--- src/hdl/cct_pkg.sv ---
// Package for the chain code boundary tracer: sizes, payload types, codes and direction tables.
package cct_pkg;

  // Image store geometry and label width.
  localparam int MAX_ROWS   = 256;
  localparam int MAX_COLS   = 256;
  localparam int LABEL_BITS = 8;
  localparam int DEPTH      = MAX_ROWS * MAX_COLS;
  localparam int ADDR_BITS  = $clog2(DEPTH);

  // Rows and columns in use never exceed the store or the 8-bit coordinate range.
  localparam int ROW_LIMIT = (MAX_ROWS < 256) ? MAX_ROWS : 256;
  localparam int COL_LIMIT = (MAX_COLS < 256) ? MAX_COLS : 256;

  // Configuration register indexes.
  localparam int CFG_IDX_BITS = 2;
  localparam logic [CFG_IDX_BITS-1:0] CFG_ROW_COUNT = 2'd0;
  localparam logic [CFG_IDX_BITS-1:0] CFG_COL_COUNT = 2'd1;
  localparam logic [8:0] COUNT_RESET = 9'd256;

  localparam logic [2:0] SEARCH_RESET = 3'd4;

  typedef enum logic [1:0] {
    FUNC_WRITE   = 2'd0,
    FUNC_START   = 2'd1,
    FUNC_ADVANCE = 2'd2
  } func_e;

  typedef enum logic [2:0] {
    KIND_START    = 3'd0,
    KIND_STEP     = 3'd1,
    KIND_ABSENT   = 3'd2,
    KIND_ISOLATED = 3'd3,
    KIND_NO_TRACE = 3'd4
  } kind_e;

  typedef struct packed {
    func_e      func;
    logic [7:0] row;
    logic [7:0] col;
    logic [7:0] label;
  } cmd_t;

  typedef struct packed {
    kind_e      kind;
    logic [7:0] out_row;
    logic [7:0] out_col;
    logic [2:0] direction;
    logic       last;
  } result_t;

  // Image size in use, after clamping.
  typedef struct packed {
    logic [8:0] rows_used;
    logic [8:0] cols_used;
  } geom_t;

  // One beat of requests towards the image store.
  typedef struct packed {
    logic                  we;
    logic [ADDR_BITS-1:0]  waddr;
    logic [LABEL_BITS-1:0] wdata;
    logic [ADDR_BITS-1:0]  raddr;
  } ram_req_t;

  // Linear address of a pixel in the store.
  function automatic logic [ADDR_BITS-1:0] pixel_addr(logic [7:0] r, logic [7:0] c);
    return ADDR_BITS'(int'(r) * MAX_COLS + int'(c));
  endfunction

  // Row offset of a chain direction; rows grow downwards.
  function automatic logic signed [1:0] step_dr(logic [2:0] dir);
    logic signed [1:0] d;
    case (dir)
      3'd1, 3'd2, 3'd3: d = 2'b11;
      3'd5, 3'd6, 3'd7: d = 2'b01;
      default:          d = 2'b00;
    endcase
    return d;
  endfunction

  // Column offset of a chain direction.
  function automatic logic signed [1:0] step_dc(logic [2:0] dir);
    logic signed [1:0] d;
    case (dir)
      3'd0, 3'd1, 3'd7: d = 2'b01;
      3'd3, 3'd4, 3'd5: d = 2'b11;
      default:          d = 2'b00;
    endcase
    return d;
  endfunction

  // Search direction to resume from, indexed by the direction before the one taken.
  function automatic logic [2:0] next_search(logic [2:0] dir);
    logic [2:0] s;
    case (dir)
      3'd0:    s = 3'd6;
      3'd1:    s = 3'd0;
      3'd2:    s = 3'd0;
      3'd3:    s = 3'd2;
      3'd4:    s = 3'd2;
      3'd5:    s = 3'd4;
      3'd6:    s = 3'd4;
      default: s = 3'd6;
    endcase
    return s;
  endfunction

endpackage

--- src/hdl/cct_ctrl.sv ---
// Sequencer of the tracer: pixel writes, raster scan for a start point and neighbour probing.
module cct_ctrl (
  input  logic                              clk_i,
  input  logic                              rst_ni,
  input  logic                              start_i,
  input  cct_pkg::cmd_t                     cmd_i,
  input  cct_pkg::geom_t                    geom_i,
  input  logic [cct_pkg::LABEL_BITS-1:0]    rd_data_i,
  output cct_pkg::ram_req_t                 ram_req_o,
  output logic                              busy_o,
  output logic                              res_valid_o,
  output cct_pkg::result_t                  res_o
);

  typedef enum logic [2:0] {
    ST_IDLE  = 3'b001,
    ST_SCAN  = 3'b010,
    ST_PROBE = 3'b100
  } state_e;

  state_e state_q, state_d;

  // Trace state.
  logic [7:0] start_row_q, start_row_d, start_col_q, start_col_d;
  logic [7:0] cur_row_q, cur_row_d, cur_col_q, cur_col_d;
  logic [2:0] search_q, search_d;
  logic [cct_pkg::LABEL_BITS-1:0] label_q, label_d;
  logic tracing_q, tracing_d;

  // Read issue stage.
  logic [7:0] iss_row_q, iss_row_d, iss_col_q, iss_col_d;
  logic [2:0] iss_k_q, iss_k_d;
  logic       iss_done_q, iss_done_d;

  // Compare stage, lined up with the read data.
  logic       chk_valid_q, chk_valid_d, chk_ok_q, chk_ok_d;
  logic [7:0] chk_row_q, chk_row_d, chk_col_q, chk_col_d;
  logic [2:0] chk_dir_q, chk_dir_d;

  // Result register.
  logic             res_valid_q, res_valid_d;
  cct_pkg::result_t res_q, res_d;

  logic [cct_pkg::LABEL_BITS-1:0] lbl_in;
  logic                           wr_in_bounds, start_ok;
  logic                           col_last, row_last;
  logic [2:0]                     probe_dir;
  logic signed [9:0]              nb_row, nb_col;
  logic                           nb_ok;
  logic                           hit, back_home;
  logic [2:0]                     prev_dir;

  assign lbl_in       = cct_pkg::LABEL_BITS'(cmd_i.label);
  assign wr_in_bounds = (int'(cmd_i.row) < cct_pkg::MAX_ROWS) &&
                        (int'(cmd_i.col) < cct_pkg::MAX_COLS);
  assign start_ok     = (lbl_in != '0) && (geom_i.rows_used != 9'd0) &&
                        (geom_i.cols_used != 9'd0);

  // Raster position bookkeeping.
  assign col_last = ({1'b0, iss_col_q} == (geom_i.cols_used - 9'd1));
  assign row_last = ({1'b0, iss_row_q} == (geom_i.rows_used - 9'd1));

  // Neighbour under probe and whether it lies inside the image in use.
  assign probe_dir = search_q + iss_k_q;
  assign nb_row    = $signed({2'b00, cur_row_q}) + 10'(cct_pkg::step_dr(probe_dir));
  assign nb_col    = $signed({2'b00, cur_col_q}) + 10'(cct_pkg::step_dc(probe_dir));
  assign nb_ok     = !nb_row[9] && !nb_col[9] &&
                     (nb_row[8:0] < geom_i.rows_used) && (nb_col[8:0] < geom_i.cols_used);

  // A pixel read last cycle holds the label being traced.
  assign hit       = chk_valid_q && chk_ok_q && (rd_data_i == label_q);
  assign back_home = (chk_row_q == start_row_q) && (chk_col_q == start_col_q);
  assign prev_dir  = chk_dir_q - 3'd1;

  // Next-state logic.
  always_comb begin
    state_d     = state_q;
    start_row_d = start_row_q;
    start_col_d = start_col_q;
    cur_row_d   = cur_row_q;
    cur_col_d   = cur_col_q;
    search_d    = search_q;
    label_d     = label_q;
    tracing_d   = tracing_q;
    iss_row_d   = iss_row_q;
    iss_col_d   = iss_col_q;
    iss_k_d     = iss_k_q;
    iss_done_d  = iss_done_q;
    chk_valid_d = 1'b0;
    chk_ok_d    = chk_ok_q;
    chk_row_d   = chk_row_q;
    chk_col_d   = chk_col_q;
    chk_dir_d   = chk_dir_q;
    res_valid_d = 1'b0;
    res_d       = res_q;

    ram_req_o.we    = 1'b0;
    ram_req_o.waddr = cct_pkg::pixel_addr(cmd_i.row, cmd_i.col);
    ram_req_o.wdata = lbl_in;
    ram_req_o.raddr = (state_q == ST_SCAN) ? cct_pkg::pixel_addr(iss_row_q, iss_col_q)
                                           : cct_pkg::pixel_addr(nb_row[7:0], nb_col[7:0]);

    case (state_q)
      ST_IDLE: begin
        if (start_i) begin
          case (cmd_i.func)
            cct_pkg::FUNC_WRITE: begin
              ram_req_o.we = wr_in_bounds;
            end
            cct_pkg::FUNC_START: begin
              tracing_d = 1'b0;
              if (start_ok) begin
                state_d    = ST_SCAN;
                label_d    = lbl_in;
                iss_row_d  = 8'd0;
                iss_col_d  = 8'd0;
                iss_done_d = 1'b0;
              end else begin
                res_valid_d = 1'b1;
                res_d       = '{kind: cct_pkg::KIND_ABSENT, out_row: 8'd0, out_col: 8'd0,
                                direction: 3'd0, last: 1'b0};
              end
            end
            cct_pkg::FUNC_ADVANCE: begin
              if (tracing_q) begin
                state_d    = ST_PROBE;
                iss_k_d    = 3'd0;
                iss_done_d = 1'b0;
              end else begin
                res_valid_d = 1'b1;
                res_d       = '{kind: cct_pkg::KIND_NO_TRACE, out_row: 8'd0, out_col: 8'd0,
                                direction: 3'd0, last: 1'b0};
              end
            end
            default: begin
            end
          endcase
        end
      end

      ST_SCAN: begin
        // Issue one raster read a cycle.
        if (!iss_done_q) begin
          chk_valid_d = 1'b1;
          chk_ok_d    = 1'b1;
          chk_row_d   = iss_row_q;
          chk_col_d   = iss_col_q;
          if (col_last) begin
            iss_col_d = 8'd0;
            if (row_last) begin
              iss_done_d = 1'b1;
            end else begin
              iss_row_d = iss_row_q + 8'd1;
            end
          end else begin
            iss_col_d = iss_col_q + 8'd1;
          end
        end
        // Compare the pixel read in the previous cycle.
        if (hit) begin
          state_d     = ST_IDLE;
          start_row_d = chk_row_q;
          start_col_d = chk_col_q;
          cur_row_d   = chk_row_q;
          cur_col_d   = chk_col_q;
          search_d    = cct_pkg::SEARCH_RESET;
          tracing_d   = 1'b1;
          res_valid_d = 1'b1;
          res_d       = '{kind: cct_pkg::KIND_START, out_row: chk_row_q, out_col: chk_col_q,
                          direction: 3'd0, last: 1'b0};
        end else if (iss_done_q && !chk_valid_q) begin
          state_d     = ST_IDLE;
          res_valid_d = 1'b1;
          res_d       = '{kind: cct_pkg::KIND_ABSENT, out_row: 8'd0, out_col: 8'd0,
                          direction: 3'd0, last: 1'b0};
        end
      end

      ST_PROBE: begin
        // Issue one neighbour read a cycle, counter-clockwise.
        if (!iss_done_q) begin
          chk_valid_d = 1'b1;
          chk_ok_d    = nb_ok;
          chk_row_d   = nb_row[7:0];
          chk_col_d   = nb_col[7:0];
          chk_dir_d   = probe_dir;
          if (iss_k_q == 3'd7) begin
            iss_done_d = 1'b1;
          end else begin
            iss_k_d = iss_k_q + 3'd1;
          end
        end
        // First matching neighbour becomes the new current point.
        if (hit) begin
          state_d     = ST_IDLE;
          cur_row_d   = chk_row_q;
          cur_col_d   = chk_col_q;
          search_d    = cct_pkg::next_search(prev_dir);
          tracing_d   = !back_home;
          res_valid_d = 1'b1;
          res_d       = '{kind: cct_pkg::KIND_STEP, out_row: chk_row_q, out_col: chk_col_q,
                          direction: chk_dir_q, last: back_home};
        end else if (iss_done_q && !chk_valid_q) begin
          state_d     = ST_IDLE;
          tracing_d   = 1'b0;
          res_valid_d = 1'b1;
          res_d       = '{kind: cct_pkg::KIND_ISOLATED, out_row: cur_row_q, out_col: cur_col_q,
                          direction: 3'd0, last: 1'b1};
        end
      end

      default: begin
        state_d = ST_IDLE;
      end
    endcase
  end

  // State registers.
  always_ff @(posedge clk_i or negedge rst_ni) begin
    if (!rst_ni) begin
      state_q     <= ST_IDLE;
      start_row_q <= 8'd0;
      start_col_q <= 8'd0;
      cur_row_q   <= 8'd0;
      cur_col_q   <= 8'd0;
      search_q    <= cct_pkg::SEARCH_RESET;
      label_q     <= '0;
      tracing_q   <= 1'b0;
      iss_done_q  <= 1'b0;
      chk_valid_q <= 1'b0;
      res_valid_q <= 1'b0;
    end else begin
      state_q     <= state_d;
      start_row_q <= start_row_d;
      start_col_q <= start_col_d;
      cur_row_q   <= cur_row_d;
      cur_col_q   <= cur_col_d;
      search_q    <= search_d;
      label_q     <= label_d;
      tracing_q   <= tracing_d;
      iss_done_q  <= iss_done_d;
      chk_valid_q <= chk_valid_d;
      res_valid_q <= res_valid_d;
    end
  end

  // Datapath registers.
  always_ff @(posedge clk_i) begin
    iss_row_q <= iss_row_d;
    iss_col_q <= iss_col_d;
    iss_k_q   <= iss_k_d;
    chk_ok_q  <= chk_ok_d;
    chk_row_q <= chk_row_d;
    chk_col_q <= chk_col_d;
    chk_dir_q <= chk_dir_d;
    res_q     <= res_d;
  end

  assign busy_o      = (state_q != ST_IDLE);
  assign res_valid_o = res_valid_q;
  assign res_o       = res_q;

  // A result is only shown once the sequencer is back at rest.
  a_res_when_idle : assert property (@(posedge clk_i) disable iff (!rst_ni)
    res_valid_q |-> state_q == ST_IDLE)
    else $error("result strobe while the sequencer is busy");

  // A result flagged as last always closes the trace.
  a_last_ends_trace : assert property (@(posedge clk_i) disable iff (!rst_ni)
    res_valid_q && res_q.last |-> !tracing_q)
    else $error("trace still active after a last step");

  // A reported start point is both the start and the current point of a live trace.
  a_start_point : assert property (@(posedge clk_i) disable iff (!rst_ni)
    res_valid_q && res_q.kind == cct_pkg::KIND_START |->
      tracing_q && cur_row_q == start_row_q && cur_col_q == start_col_q)
    else $error("start point reported without a matching trace state");

  // Probing only happens within a trace.
  a_probe_traces : assert property (@(posedge clk_i) disable iff (!rst_ni)
    state_q == ST_PROBE |-> tracing_q)
    else $error("neighbour probe without an active trace");

endmodule

--- config.mk ---
export PLATFORM = sky130hd
export DESIGN_NAME = cct_ctrl
export DESIGN_NICKNAME = d
export VERILOG_FILES = /design/src/hdl/cct_pkg.sv /design/src/hdl/cct_ctrl.sv
export SDC_FILE = /design/constraint.sdc
export NUM_CORES = 1
export LEC_CHECK = 0
export ABC_AREA = 1
export BUFFER_PORTS_ARGS = -buffer_cell sky130_fd_sc_hd__buf_2
export CORE_MARGIN = 4
export CORE_UTILIZATION = 29
export DETAILED_ROUTE_END_ITERATION = 6
export HOLD_SLACK_MARGIN = 0.06
export SYNTH_ARGS = -nofsm -noshare
export SYNTH_HDL_FRONTEND = slang
export SYNTH_SLANG_ARGS = --single-unit
--- constraint.sdc ---
create_clock -name clk_i -period 2.85 [get_ports clk_i]
set_clock_uncertainty 0.1 [all_clocks]
set_input_delay 0.285 -clock clk_i [delete_from_list [all_inputs] [get_ports clk_i]]
set_output_delay 0.285 -clock clk_i [all_outputs]
set_load 0.005 [all_outputs]
Word level (Yosys, flattened, before mapping)

Index checks and enable logic that the tools add are counted.

Register bits: 112
Input bits: 55
Output and inout bits: 66
Logic and storage cells: 202

Add/subtract/negate cells: 12
Order comparisons: 2
Equal/unequal tests: 45
Muxes and demuxes: 76
Bitwise logic cells: 1
Reductions and logical operators: 43

Operator list:

| kind                                                | count |
|---|---|
| two-way mux 23 bit                                  | 7 |
| two-way mux 8 bit                                   | 12 |
| case mux 23 bit (3 select lines)                    | 1 |
| case mux 8 bit (2 select lines)                     | 4 |
| adder 16 x 8 -> 16 bit                              | 3 |
| case mux 23 bit (2 select lines)                    | 1 |
| two-way mux 3 bit                                   | 12 |
| equality test 3 bit, second input constant          | 9 |
| two-way mux 1 bit                                   | 25 |
| equality test 8 bit                                 | 3 |
| case mux 3 bit (2 select lines)                     | 4 |
| adder 9 x 2 -> 10 bit                               | 2 |
| != test 2 bit, second input constant                | 10 |
| AND reduction 5 bit                                 | 4 |
| equality test 8 x 9 -> 1 bit                        | 2 |
| < comparator 9 bit                                  | 2 |
| nonzero test 9 bit                                  | 2 |
| subtractor 9 x 1 -> 9 bit, second input constant    | 2 |
| adder 8 x 1 -> 8 bit, second input constant         | 2 |
| two-way mux 16 bit                                  | 1 |
| equality test 3 x 2 -> 1 bit, second input constant | 5 |
| != test 3 bit, second input constant                | 5 |
| AND reduction 7 bit                                 | 2 |
| OR reduction 3 bit                                  | 4 |
| other kinds (26)                                    | 55 |

Logic depth before layout (Yosys ltp)

Gate-level depths: netlist of the first run.

Depth after elaboration: 11
Gate-level depth with buffers: 32
Mapped depth without buffers: 32

Worst setup path after synthesis of the first run

OpenSTA, ideal clock, no wires.

Kind: register to register
Start: reg iss_k_q[1]
End: reg chk_ok_q (data pin)
Library setup time: 256 ps
Data arrival time: 2734 ps
Data required time: 2494 ps
Path slack: -240 ps
Cell stages (with the launch flop): 32
Buffers on the path: 0
Period minus slack after synthesis: 3090 ps
Path through: edfxtp_1 -> ha_1 -> inv_1 -> nand2_1 -> nand2_1 -> nand2_4 -> nand2_8 -> nand2_8 -> nand2_8 -> nand2_2 -> and2_1 -> ha_1 -> inv_1 -> nand3_1 -> nand2_1 -> inv_1 -> ha_1 -> nand2_1 -> inv_1 -> nand2_1 -> nand2_1 -> nand2_1 -> nand2_1 -> nand2_1 -> nand2_1 -> nand2_1 -> nand2_1 -> nand2_1 -> a21oi_1 -> nor2_1 -> nand3_1 -> nand2_1

Cells in the longest elaborated chain, start to end: 11
Elaborated cells on any way between the ends: 26
Classes of those cells: add/sub: 3; order compare: 2; eq/ne: 7; mux: 4; reduce/logical: 10

RTL lines:

| element                                                       | RTL line        | RTL |
|---|---|---|
| from (decl)                                                   | cct_ctrl.sv:32  | `logic [2:0] iss_k_q, iss_k_d;` |
| from (signal assigned)                                        | cct_ctrl.sv:251 | `iss_k_q <= iss_k_d;` |
| adder 3 bit *                                                 | cct_ctrl.sv:64  | `assign probe_dir = search_q + iss_k_q;` |
| branches (longest 7 deep; another with adder 9 x 2 -> 10 bit) | n/a             |  |
| logical AND 1 bit *                                           | cct_ctrl.sv:68  | `(nb_row[8:0] < geom_i.rows_used) && (nb_col[8:0] < geom_i.cols_used);` |
| two-way mux 1 bit *                                           | cct_ctrl.sv:181 | `if (!iss_done_q) begin` |
| case mux 1 bit (2 select lines) *                             | cct_ctrl.sv:103 | `case (state_q)` |
| to (signal assigned)                                          | cct_ctrl.sv:252 | `chk_ok_q <= chk_ok_d;` |
| to (decl)                                                     | cct_ctrl.sv:36  | `logic chk_valid_q, chk_valid_d, chk_ok_q, chk_ok_d;` |

Every way passes the cells marked *. The select of a mux whose other input is x is not followed.
A chain may end at the register's enable or synchronous reset.

Worst setup path in the final report of the first run

Same ends and word-level chain as after synthesis.

==> results of run 1 <==
area by class of cell:
cell class / count / area, µm²
fill: 2599 / 15700
multi-input combinational: 659 / 4050
sequential: 111 / 3090
timing repair buffer: 186 / 1260
inverter: 149 / 566
tap: 330 / 413
clock buffer: 9 / 225
clock inverter: 7 / 75.1
cell usage after synthesis, types with 16 or more instances:
master / instances
nand2_1: 229
xnor2_1: 22
nand3_1: 75
edfxtp_1: 62
o21ai_1: 17
o31ai_1: 18
inv_1: 141
a21oi_1: 19
o21ai_0: 54
buf_4: 25
ha_1: 30
nand4_1: 16
dfrtp_1: 47
xor2_1: 19
nor2_1: 75
per-layer routing:
metal / track usage, % / vias up / share of wire (%)
met5: 0 / - / 0.11
met4: 4.24 / 4 / 1.9
met3: 2.28 / 23 / 3.9
met2: 21.5 / 100 / 45
met1: 19.6 / 3038 / 49
li1: - / 3431 / -
where the power goes:
group / switching [µW] / total [µW] / internal, µW
Sequential: 246 / 2490 / 2240
Clock: 677 / 1300 / 623
Combinational: 1510 / 2520 / 1010
logic make-up (layout without fill, tap and decap cells):
| logic type | count (synthesis) | in the layout |
|---|---|---|
| buffers and inverters | 199 | 351 |
| DFF | 111 | 111 |
| and+or+nand+nor | 459 | 459 |
| AOI/OAI and AO/OA | 125 | 125 |
| adders and majority gates | 30 | 30 |
| muxes | 2 | 2 |
| xor gates and xnor gates | 43 | 43 |
registers in the layout, summed over array words and instances (netlist names):
signal and count:
iss_col_q 8, cur_row_q 8, chk_col_q 8, start_row_q 8, iss_done_q 1, search_q 2, iss_k_q 3, res_valid_o 1
chk_valid_q 1, cur_col_q 8, start_col_q 8, label_q 8, tracing_q 1, iss_row_q 8, state_q 3, chk_row_q 8
chk_ok_q 1, chk_dir_q 3, res_o 23
worst max-delay path, cell delays in order (launching register included):
cell and delay [ns]:
edfxtp_1 0.44, ha_4 0.21, inv_2 0.06, nand2_4 0.06, nand2_4 0.07, nand2_4 0.08
nand2_8 0.11, buf_12 0.12, nand2_8 0.05, nand2_4 0.05, nand2_2 0.06, inv_2 0.06
ha_4 0.12, inv_2 0.04, nand2_4 0.09, nand4_1 0.19, nand2_2 0.14, nand3_2 0.09
nand2_2 0.10, ha_4 0.20, a211o_1 0.29, a21oi_2 0.10, nand2_1 0.06, nor2_1 0.11
nand3_1 0.07, nand2_1 0.06
worst max-delay path by stage:
stage / end / slack, ns
3_3_place_gp: chk_ok_q / -0.30
2_1_floorplan: chk_ok_q / -0.22
5_1_grt: chk_ok_q / -0.59
4_1_cts: chk_ok_q / -0.32
6_report: chk_ok_q / -0.40
3_5_place_dp: chk_ok_q / -0.36
repair_timing:
| action | in CTS | in global routing |
|---|---|---|
| endpoints found under the hold margin | 14 | 0 |
| pin swaps | 29 | 38 |
| gates resized for setup | 35 | 67 |
| hold buffers | 1 | 0 |
| buffers inserted | 7 | 13 |
| setup endpoints to repair | 14 | 15 |
per-stage QoR:
stage               total power [µW]  instances  area (µm²)
floorplan                       3910        969        7610
global placement                4850       1417        8800
detailed placement              4890       1417        8800
CTS                             6270       1441        9320
global route                    6790       1451        9690
finish                          6310       1451        9690
==> impl_metrics.yaml, run 1 <==
placement:
  io_buffers: 88
  hpwlAfterDp_mm: 15.4
  globalplace.congestion: 0.892
  place_ws_ns: -0.364
pwr:
  power_density_nw_per_um2: 652
  power_leakage_uw: 0.00453
  max-vdd-ir-drop_mv: 0.398
grt:
  grt_max_degree: 40
  grt_pass1_wl_mm: 31.9
  grt.total_usage_pct: 13.8
  grt_pass1_vias: 6247
  overflow: 0
  antenna_found_initial: 2
worst_setup_path:
  r2r-start: "iss_k_q[1]"
  arrival_ns: 3.38
  critPathLaunch: "iss_k_q[1]"
  reg2regPathDepth: 25
  rr_endpoint: "chk_ok_q"
  start_kind: "register"
  cp-end-kind: "register"
  cp_max_fo: 4
  r2r_slack_ns: -0.40
  worstPathRequired_ns: 2.98
  worst-setup-path-type: "register to register"
synth:
  yosysSeqAreaShare_pct: 40.9
  synth-compound-area-share_pct: 9.50
  yosysUniqueCellTypes: 48
  synth_top_cell_by_area: "edfxtp_1"
  synthAdderAreaFrac_pct: 4.96
  syn-num-nets: 1054
  synth-async-reset-ratio_pct: 44.1
  netlist_instances: 969
  ys_top_cells_by_area: "edfxtp_1 25%, dfrtp_1 16%, nand2_1 11%, inv_1 7.0%, ha_1 5.0%"
  ys_ff_latch: 111
  synthFlopType: "edfxtp_1"
  synth_top_family_by_area: "simple AND/OR/NAND/NOR gates"
  synth_area_um2: 7560
  synth_area_per_cell_um2: 7.80
  synth_edf_count: 62
  synth.top_cell.area_share_pct: 24.6
  yosys_warnings: 0
  synth_mux_area_share_pct: 0.298
  synth-simple-area-share_pct: 27.9
  synth-xor-area-share_pct: 5.18
clocking:
  clockBufferDepth: 2
  cts_buffers: 9
  cts_tree: "done"
  ctsHtreeMaxLevel: 3
  clkSinkCount: 111
  clkTransAtPathRegs_ns: 0.08
  clock_latency_ns: 0.36
  root_buffer: "clkbuf_16"
die:
  dieArea_um2: 28700
  ioPinCount: 121
  die_h_um: 169
  die_w_um: 169
  num_rows: 58
  initial_core_util_pct: 29.8
  core-area_um2: 25400
route:
  ant_nets: 0
  wl_per_cell_um: 13.9
  drt_wl_total_mm: 20.2
  drc: 0
  dr.pass1.iters: 5
  drtIter0Drc: 350
  viasPerCell: 4.55
  vias: 6596
timing:
  fin_crit_ns: 3.25
  maxSlewHeadroom_pct: 41.7
  maxSlewViolCount: 0
  hold_ws_ns: 0.0861
  fin_crit_sh_pct: 114
  worst_slack_ns: -0.398
  rsz0062_at_grt: "yes"
  setup-tns-final_ns: -3.03
  final-hold-violation-count: 0
  setup-violations-final: 13
  max_freq_mhz: 308
  tightest_slew_ns: 0.873
run_status:
  violations: "setup timing"
  status: "finished, violations left"
hold_path:
  min_path_type: "primary input to register"
  hold_depth: 2
  worstHoldStart: "cmd_i[6]"
  min_to: "label_q[6]"
finish:
  area_delta_synth_final_pct: 28.1
  layout_commonest_cell: "nand2_1"
  utilization_pct: 38.1
  drive_above_1_share_pct: 28.6
  antenna_cells: 0
  final_cell_mix: "201 x nand2_1, 135 x inv_1, 88 x buf_2"
  final_nets: 1201
job:
  max_cap_viol_count: 0
Note: power is estimated with default switching activity, not from simulation.
==> run 2, diff against run 1 <==
Settings changed: CORE_UTILIZATION 29 to 52, PLACE_DENSITY set to 0.77.
Clock period 2.85 ns to 2.8 ns, I/O delays scaled along.
==> impl_metrics.yaml, run 2 (synthesis results as in run 1) <==
run_status:
  status: "finished, violations left"
  violations: "setup timing"
worst_setup_path:
  max_stage_delay_ns: 0.44
  cp_max_fo: 5
  worstPathRequired_ns: 2.81
  reg2regPathDepth: 31
  crit_slowest_cell: "edfxtp_1"
  start_kind: "register"
  r2r_slack_ns: -0.48
  worst-setup-path-type: "register to register"
  cpMostUsedCell: "nand2_1"
  cp-end-kind: "register"
  rr_endpoint: "chk_ok_q"
  r2r-start: "iss_k_q[1]"
  arrival_ns: 3.29
hold_path:
  hold_depth: 2
  worstHoldStart: "cmd_i[4]"
  min_path_type: "primary input to register"
  min_to: "label_q[4]"
pwr:
  comb_power_share_pct: 39.7
  p_switching_uw: 2380
  totalPowerFinal_uw: 6390
  p_sw_share_pct: 37.3
  max-vdd-ir-drop_mv: 0.412
  p_int_uw: 4010
  power_density_nw_per_um2: 682
  power_frac_clock_pct: 20.8
  power_leakage_uw: 0.00447
  seqPwrFrac_pct: 39.5
timing:
  maxSlewViolCount: 0
  fin_crit_sh_pct: 117
  final-hold-violation-count: 0
  setup-violations-final: 13
  fin_crit_ns: 3.28
  hold_ws_ns: 0.0798
  max_freq_mhz: 305
  maxSlewHeadroom_pct: 48.2
  tightest_slew_ns: 0.767
  rsz0062_at_grt: "yes"
  worst_slack_ns: -0.477
grt:
  antenna_found_initial: 0
  grt_pass1_wl_mm: 31.4
  grt_pass1_vias: 6531
  overflow: 0
  top_usage_layer: "met2"
  met3_usage_pct: 2.78
  grt_max_degree: 40
  grt.total_usage_pct: 23.7
  met2_usage_pct: 38.4
  use_met1_pct: 33.2
placement:
  postPlaceCellArea_um2: 8620
  post-place-cells: 1267
  globalplace.congestion: 0.907
  io_buffers: 88
  hpwlAfterDp_mm: 14.2
route:
  drc: 0
  drtIter0Drc: 628
  drt_wl_total_mm: 19.4
  viasPerCell: 5.31
  vias: 6863
  wl_per_cell_um: 15.0
  ant_nets: 0
  dr.pass1.iters: 5
die:
  ioPinCount: 121
  dieArea_um2: 16500
  core-area_um2: 14000
  num_rows: 43
  initial_core_util_pct: 53.9
  die_w_um: 129
  die_h_um: 129
finish:
  drive_above_1_share_pct: 27.1
  final_nets: 1192
  antenna_cells: 0
  fill_cells: 1142
  final_cells: 1292
  area_delta_synth_final_pct: 23.9
  final_cell_mix: "205 x nand2_1, 136 x inv_1, 87 x buf_2"
  largest_reg_flops: 23
  fin_area_um2: 9370
  layout_commonest_cell: "nand2_1"
clocking:
  ctsHtreeMaxLevel: 3
  cts_tree: "done"
  clkTransAtPathRegs_ns: 0.08
  clockBufferDepth: 2
  clock_latency_ns: 0.37
  clkSinkCount: 111
  cts_buffers: 9
  root_buffer: "clkbuf_16"
job:
  max_cap_viol_count: 0
==> run 2: cell types whose count changed in the layout (fill, tap and decap cells not counted), sizes merged <==
cell	change
clkbuf	+2
buf	-9
bufinv	+1
clkinvlp	-1
inv	-2
==> run 2: critical path, delay by kind of cell (launching register included) <==
kind | cells | cell delay (ns)
adders and majority gates | 3 | 0.62
AOI/OAI and AO/OA | 1 | 0.11
buffers and inverters | 4 | 0.20
DFF | 1 | 0.44
and+or+nand+nor | 23 | 1.54
==> run 2: layout make-up <==
class                   count  area, µm²  area share [%]
clock buffers              11        243            2.59
clock inverters             5       57.6           0.614
inverters                 149        567            6.05
multi-input cells         659       4010            42.8
flip-flops and latches    111       3090            33.0
well taps                 180        225            2.40
repair buffers            177       1180            12.6
==> run 2: how the worst max path moves through the flow <==
stage / start / endpoint / slack (ns) / cells after the start
finish: iss_k_q[1] / chk_ok_q / -0.48 / 31
global route: iss_k_q[1] / chk_ok_q / -0.69 / 31
CTS: iss_k_q[1] / chk_ok_q / -0.39 / 31
detailed placement: iss_k_q[1] / chk_ok_q / -0.43 / 31
global placement: iss_k_q[1] / chk_ok_q / -0.32 / 31
floorplan: iss_k_q[1] / chk_ok_q / -0.27 / 31
==> run 2: per-layer routing <==
| layer | vias up | part of all wire, % |
|---|---|---|
| li1 | 3409 | - |
| met1 | 3220 | 45 |
| met3 | 38 | 5.6 |
| met5 | - | 0 |
| met4 | 0 | 2.4 |
| met2 | 196 | 47 |
==> run 2: power by group through the flow <==
stage / registers (µW) / clock network (µW) / logic [µW]
2_1_floorplan: 2530 / 0 / 1450
3_3_place_gp: 2540 / 0 / 2320
3_5_place_dp: 2560 / 0 / 2350
4_1_cts: 2530 / 1340 / 2450
5_1_grt: 2570 / 1410 / 2830
6_report: 2530 / 1330 / 2540
==> run 2: metrics by stage <==
stage	setup TNS (ns)	setup WS [ns]	utilization [%]
3_3_place_gp	-0.317	-0.317	61.4
5_1_grt	-4.65	-0.691	66.7
6_report	-3.31	-0.477	66.7
2_1_floorplan	-0.270	-0.270	-
3_5_place_dp	-0.426	-0.426	61.4
4_1_cts	-2.62	-0.394	65.4
==> run 2: what timing repair did <==
action | 4_1_cts | 5_1_grt
hold endpoints to repair | 18 | 0
endpoints found under the setup margin | 13 | 15
gates cloned | 0 | 0
hold buffers | 1 | 0
pin swaps | 29 | 27
gates resized for setup | 47 | 44
setup buffers | 5 | 4
==> run 3, diff against run 2 <==
Settings changed: PLACE_DENSITY 0.77 to 0.78, SLEW_MARGIN set to 0.
==> impl_metrics.yaml, run 3 (synthesis results as in run 1) <==
run_status:
  status: "finished, violations left"
  violations: "setup timing"
grt:
  met2_usage_pct: 37.4
  grt_pass1_wl_mm: 30.6
  antenna_found_initial: 0
  grt_pass1_vias: 6332
  met3_usage_pct: 4.15
  overflow: 0
  grt_max_degree: 40
  grt.total_usage_pct: 23.2
  use_met1_pct: 32.2
  top_usage_layer: "met2"
hold_path:
  worstHoldStart: "cmd_i[6]"
  min_path_type: "primary input to register"
pwr:
  totalPowerFinal_uw: 6460
  p_switching_uw: 2430
  p_int_uw: 4030
  power_density_nw_per_um2: 678
  power_leakage_uw: 0.00454
  seqPwrFrac_pct: 39.2
  p_sw_share_pct: 37.6
  max-vdd-ir-drop_mv: 0.419
  power_frac_clock_pct: 20.4
  comb_power_share_pct: 40.4
worst_setup_path:
  cpMostUsedCell: "nand2_1"
  critPathLaunch: "iss_k_q[1]"
  r2r_slack_ns: -0.46
  endpoint: "chk_ok_q"
  max_stage_delay_ns: 0.44
  r2r-start: "iss_k_q[1]"
  worst-setup-path-type: "register to register"
  start_kind: "register"
  worstPathRequired_ns: 2.81
  crit_slowest_cell: "edfxtp_1"
  rr_endpoint: "chk_ok_q"
  arrival_ns: 3.27
  cp-end-kind: "register"
  cp_max_fo: 5
  reg2regPathDepth: 27
route:
  ant_nets: 0
  viasPerCell: 5.38
  vias: 6999
  drc: 0
  drtIter0Drc: 640
  drt_wl_total_mm: 20.4
  wl_per_cell_um: 15.7
  dr.pass1.iters: 5
finish:
  antenna_cells: 0
  area_delta_synth_final_pct: 26.1
  largest_reg_flops: 23
  final_cell_mix: "200 x nand2_1, 134 x inv_1, 87 x buf_2"
  drive_above_1_share_pct: 28.5
  final_nets: 1203
  layout_commonest_cell: "nand2_1"
  utilization_pct: 67.9
placement:
  hpwlAfterDp_mm: 14.2
  place_ws_ns: -0.421
  io_buffers: 88
  globalplace.congestion: 0.898
clocking:
  clockBufferDepth: 2
  clock_latency_ns: 0.36
  root_buffer: "clkbuf_16"
  clkTransAtPathRegs_ns: 0.07
  clkSinkCount: 111
  cts_buffers: 9
  ctsHtreeMaxLevel: 3
  cts_tree: "done"
timing:
  tightest_slew_ns: 0.788
  rsz0062_at_grt: "yes"
  worst_slack_ns: -0.462
  maxSlewHeadroom_pct: 46.8
  fin_crit_sh_pct: 116
  setup-violations-final: 13
  max_freq_mhz: 307
  fin_crit_ns: 3.26
  final-hold-violation-count: 0
  setup-tns-final_ns: -3.22
  maxSlewViolCount: 0
die:
  dieArea_um2: 16500
  initial_core_util_pct: 53.9
  ioPinCount: 121
  die_w_um: 129
  die_h_um: 129
  core-area_um2: 14000
  num_rows: 43
job:
  max_cap_viol_count: 0
run 3: cell types whose count changed in the layout (fill, tap and decap cells not counted), sizes merged:
cell / delta
clkbuf: -1
inv: +2
clkinv: -1
clkinvlp: -1
buf: +11
run 3: layer usage:
metal	vias up	part of all wire [%]
met5	-	0
met1	3244	42
met3	41	7.8
li1	3435	-
met2	279	48
met4	0	2.6
run 3: area by class of cell:
| cell class | instances | area (µm²) |
|---|---|---|
| Clock inverter | 5 | 55.1 |
| Clock buffer | 10 | 239 |
| Inverter | 149 | 567 |
| Fill cell | 1066 | 4510 |
| Multi-Input combinational cell | 659 | 4080 |
| Tap cell | 180 | 225 |
| Sequential cell | 111 | 3090 |
| Timing Repair Buffer | 188 | 1280 |
run 3: stage by stage:
stage,hold slack [ns],area [µm²],instances
after global placement,0.246,8630,1269
after detailed placement,0.246,8630,1269
after CTS,0.0802,9240,1299
after global routing,0.0862,9540,1302
after floorplan,-0.116,7610,969
final,0.0837,9540,1302
run 3: worst min-delay path by stage:
stage | end | slack (ns) | cells after the start
floorplan | chk_valid_q | -0.12 | 0
global placement | start_row_q[0] | 0.25 | 1
detailed placement | start_row_q[0] | 0.25 | 1
CTS | label_q[6] | 0.08 | 2
global route | label_q[4] | 0.09 | 2
finish | label_q[6] | 0.08 | 2
run 3: worst max-delay path, delay by kind of cell, from the launching register on:
family	cells	cell delay, ns
flops	1	0.44
simple gates	19	1.40
compound gates	2	0.31
fa+ha+maj	3	0.61
buf+inv	3	0.15
run 3: power groups by stage:
| stage | logic (µW) | clock network [µW] | registers (µW) |
|---|---|---|---|
| finish | 2610 | 1320 | 2530 |
| CTS | 2470 | 1330 | 2530 |
| detailed placement | 2360 | 0 | 2560 |
| global route | 2880 | 1400 | 2580 |
| floorplan | 1450 | 0 | 2530 |
| global placement | 2320 | 0 | 2540 |
run 3: timing repair:
| action | 4_1_cts | 5_1_grt |
|---|---|---|
| gates cloned | 0 | 0 |
| endpoints found under the setup margin | 14 | 16 |
| setup buffers | 15 | 3 |
| hold buffers | 1 | 0 |
| hold endpoints to repair | 25 | 0 |
| pin swaps | 32 | 33 |
| resized for setup | 47 | 66 |
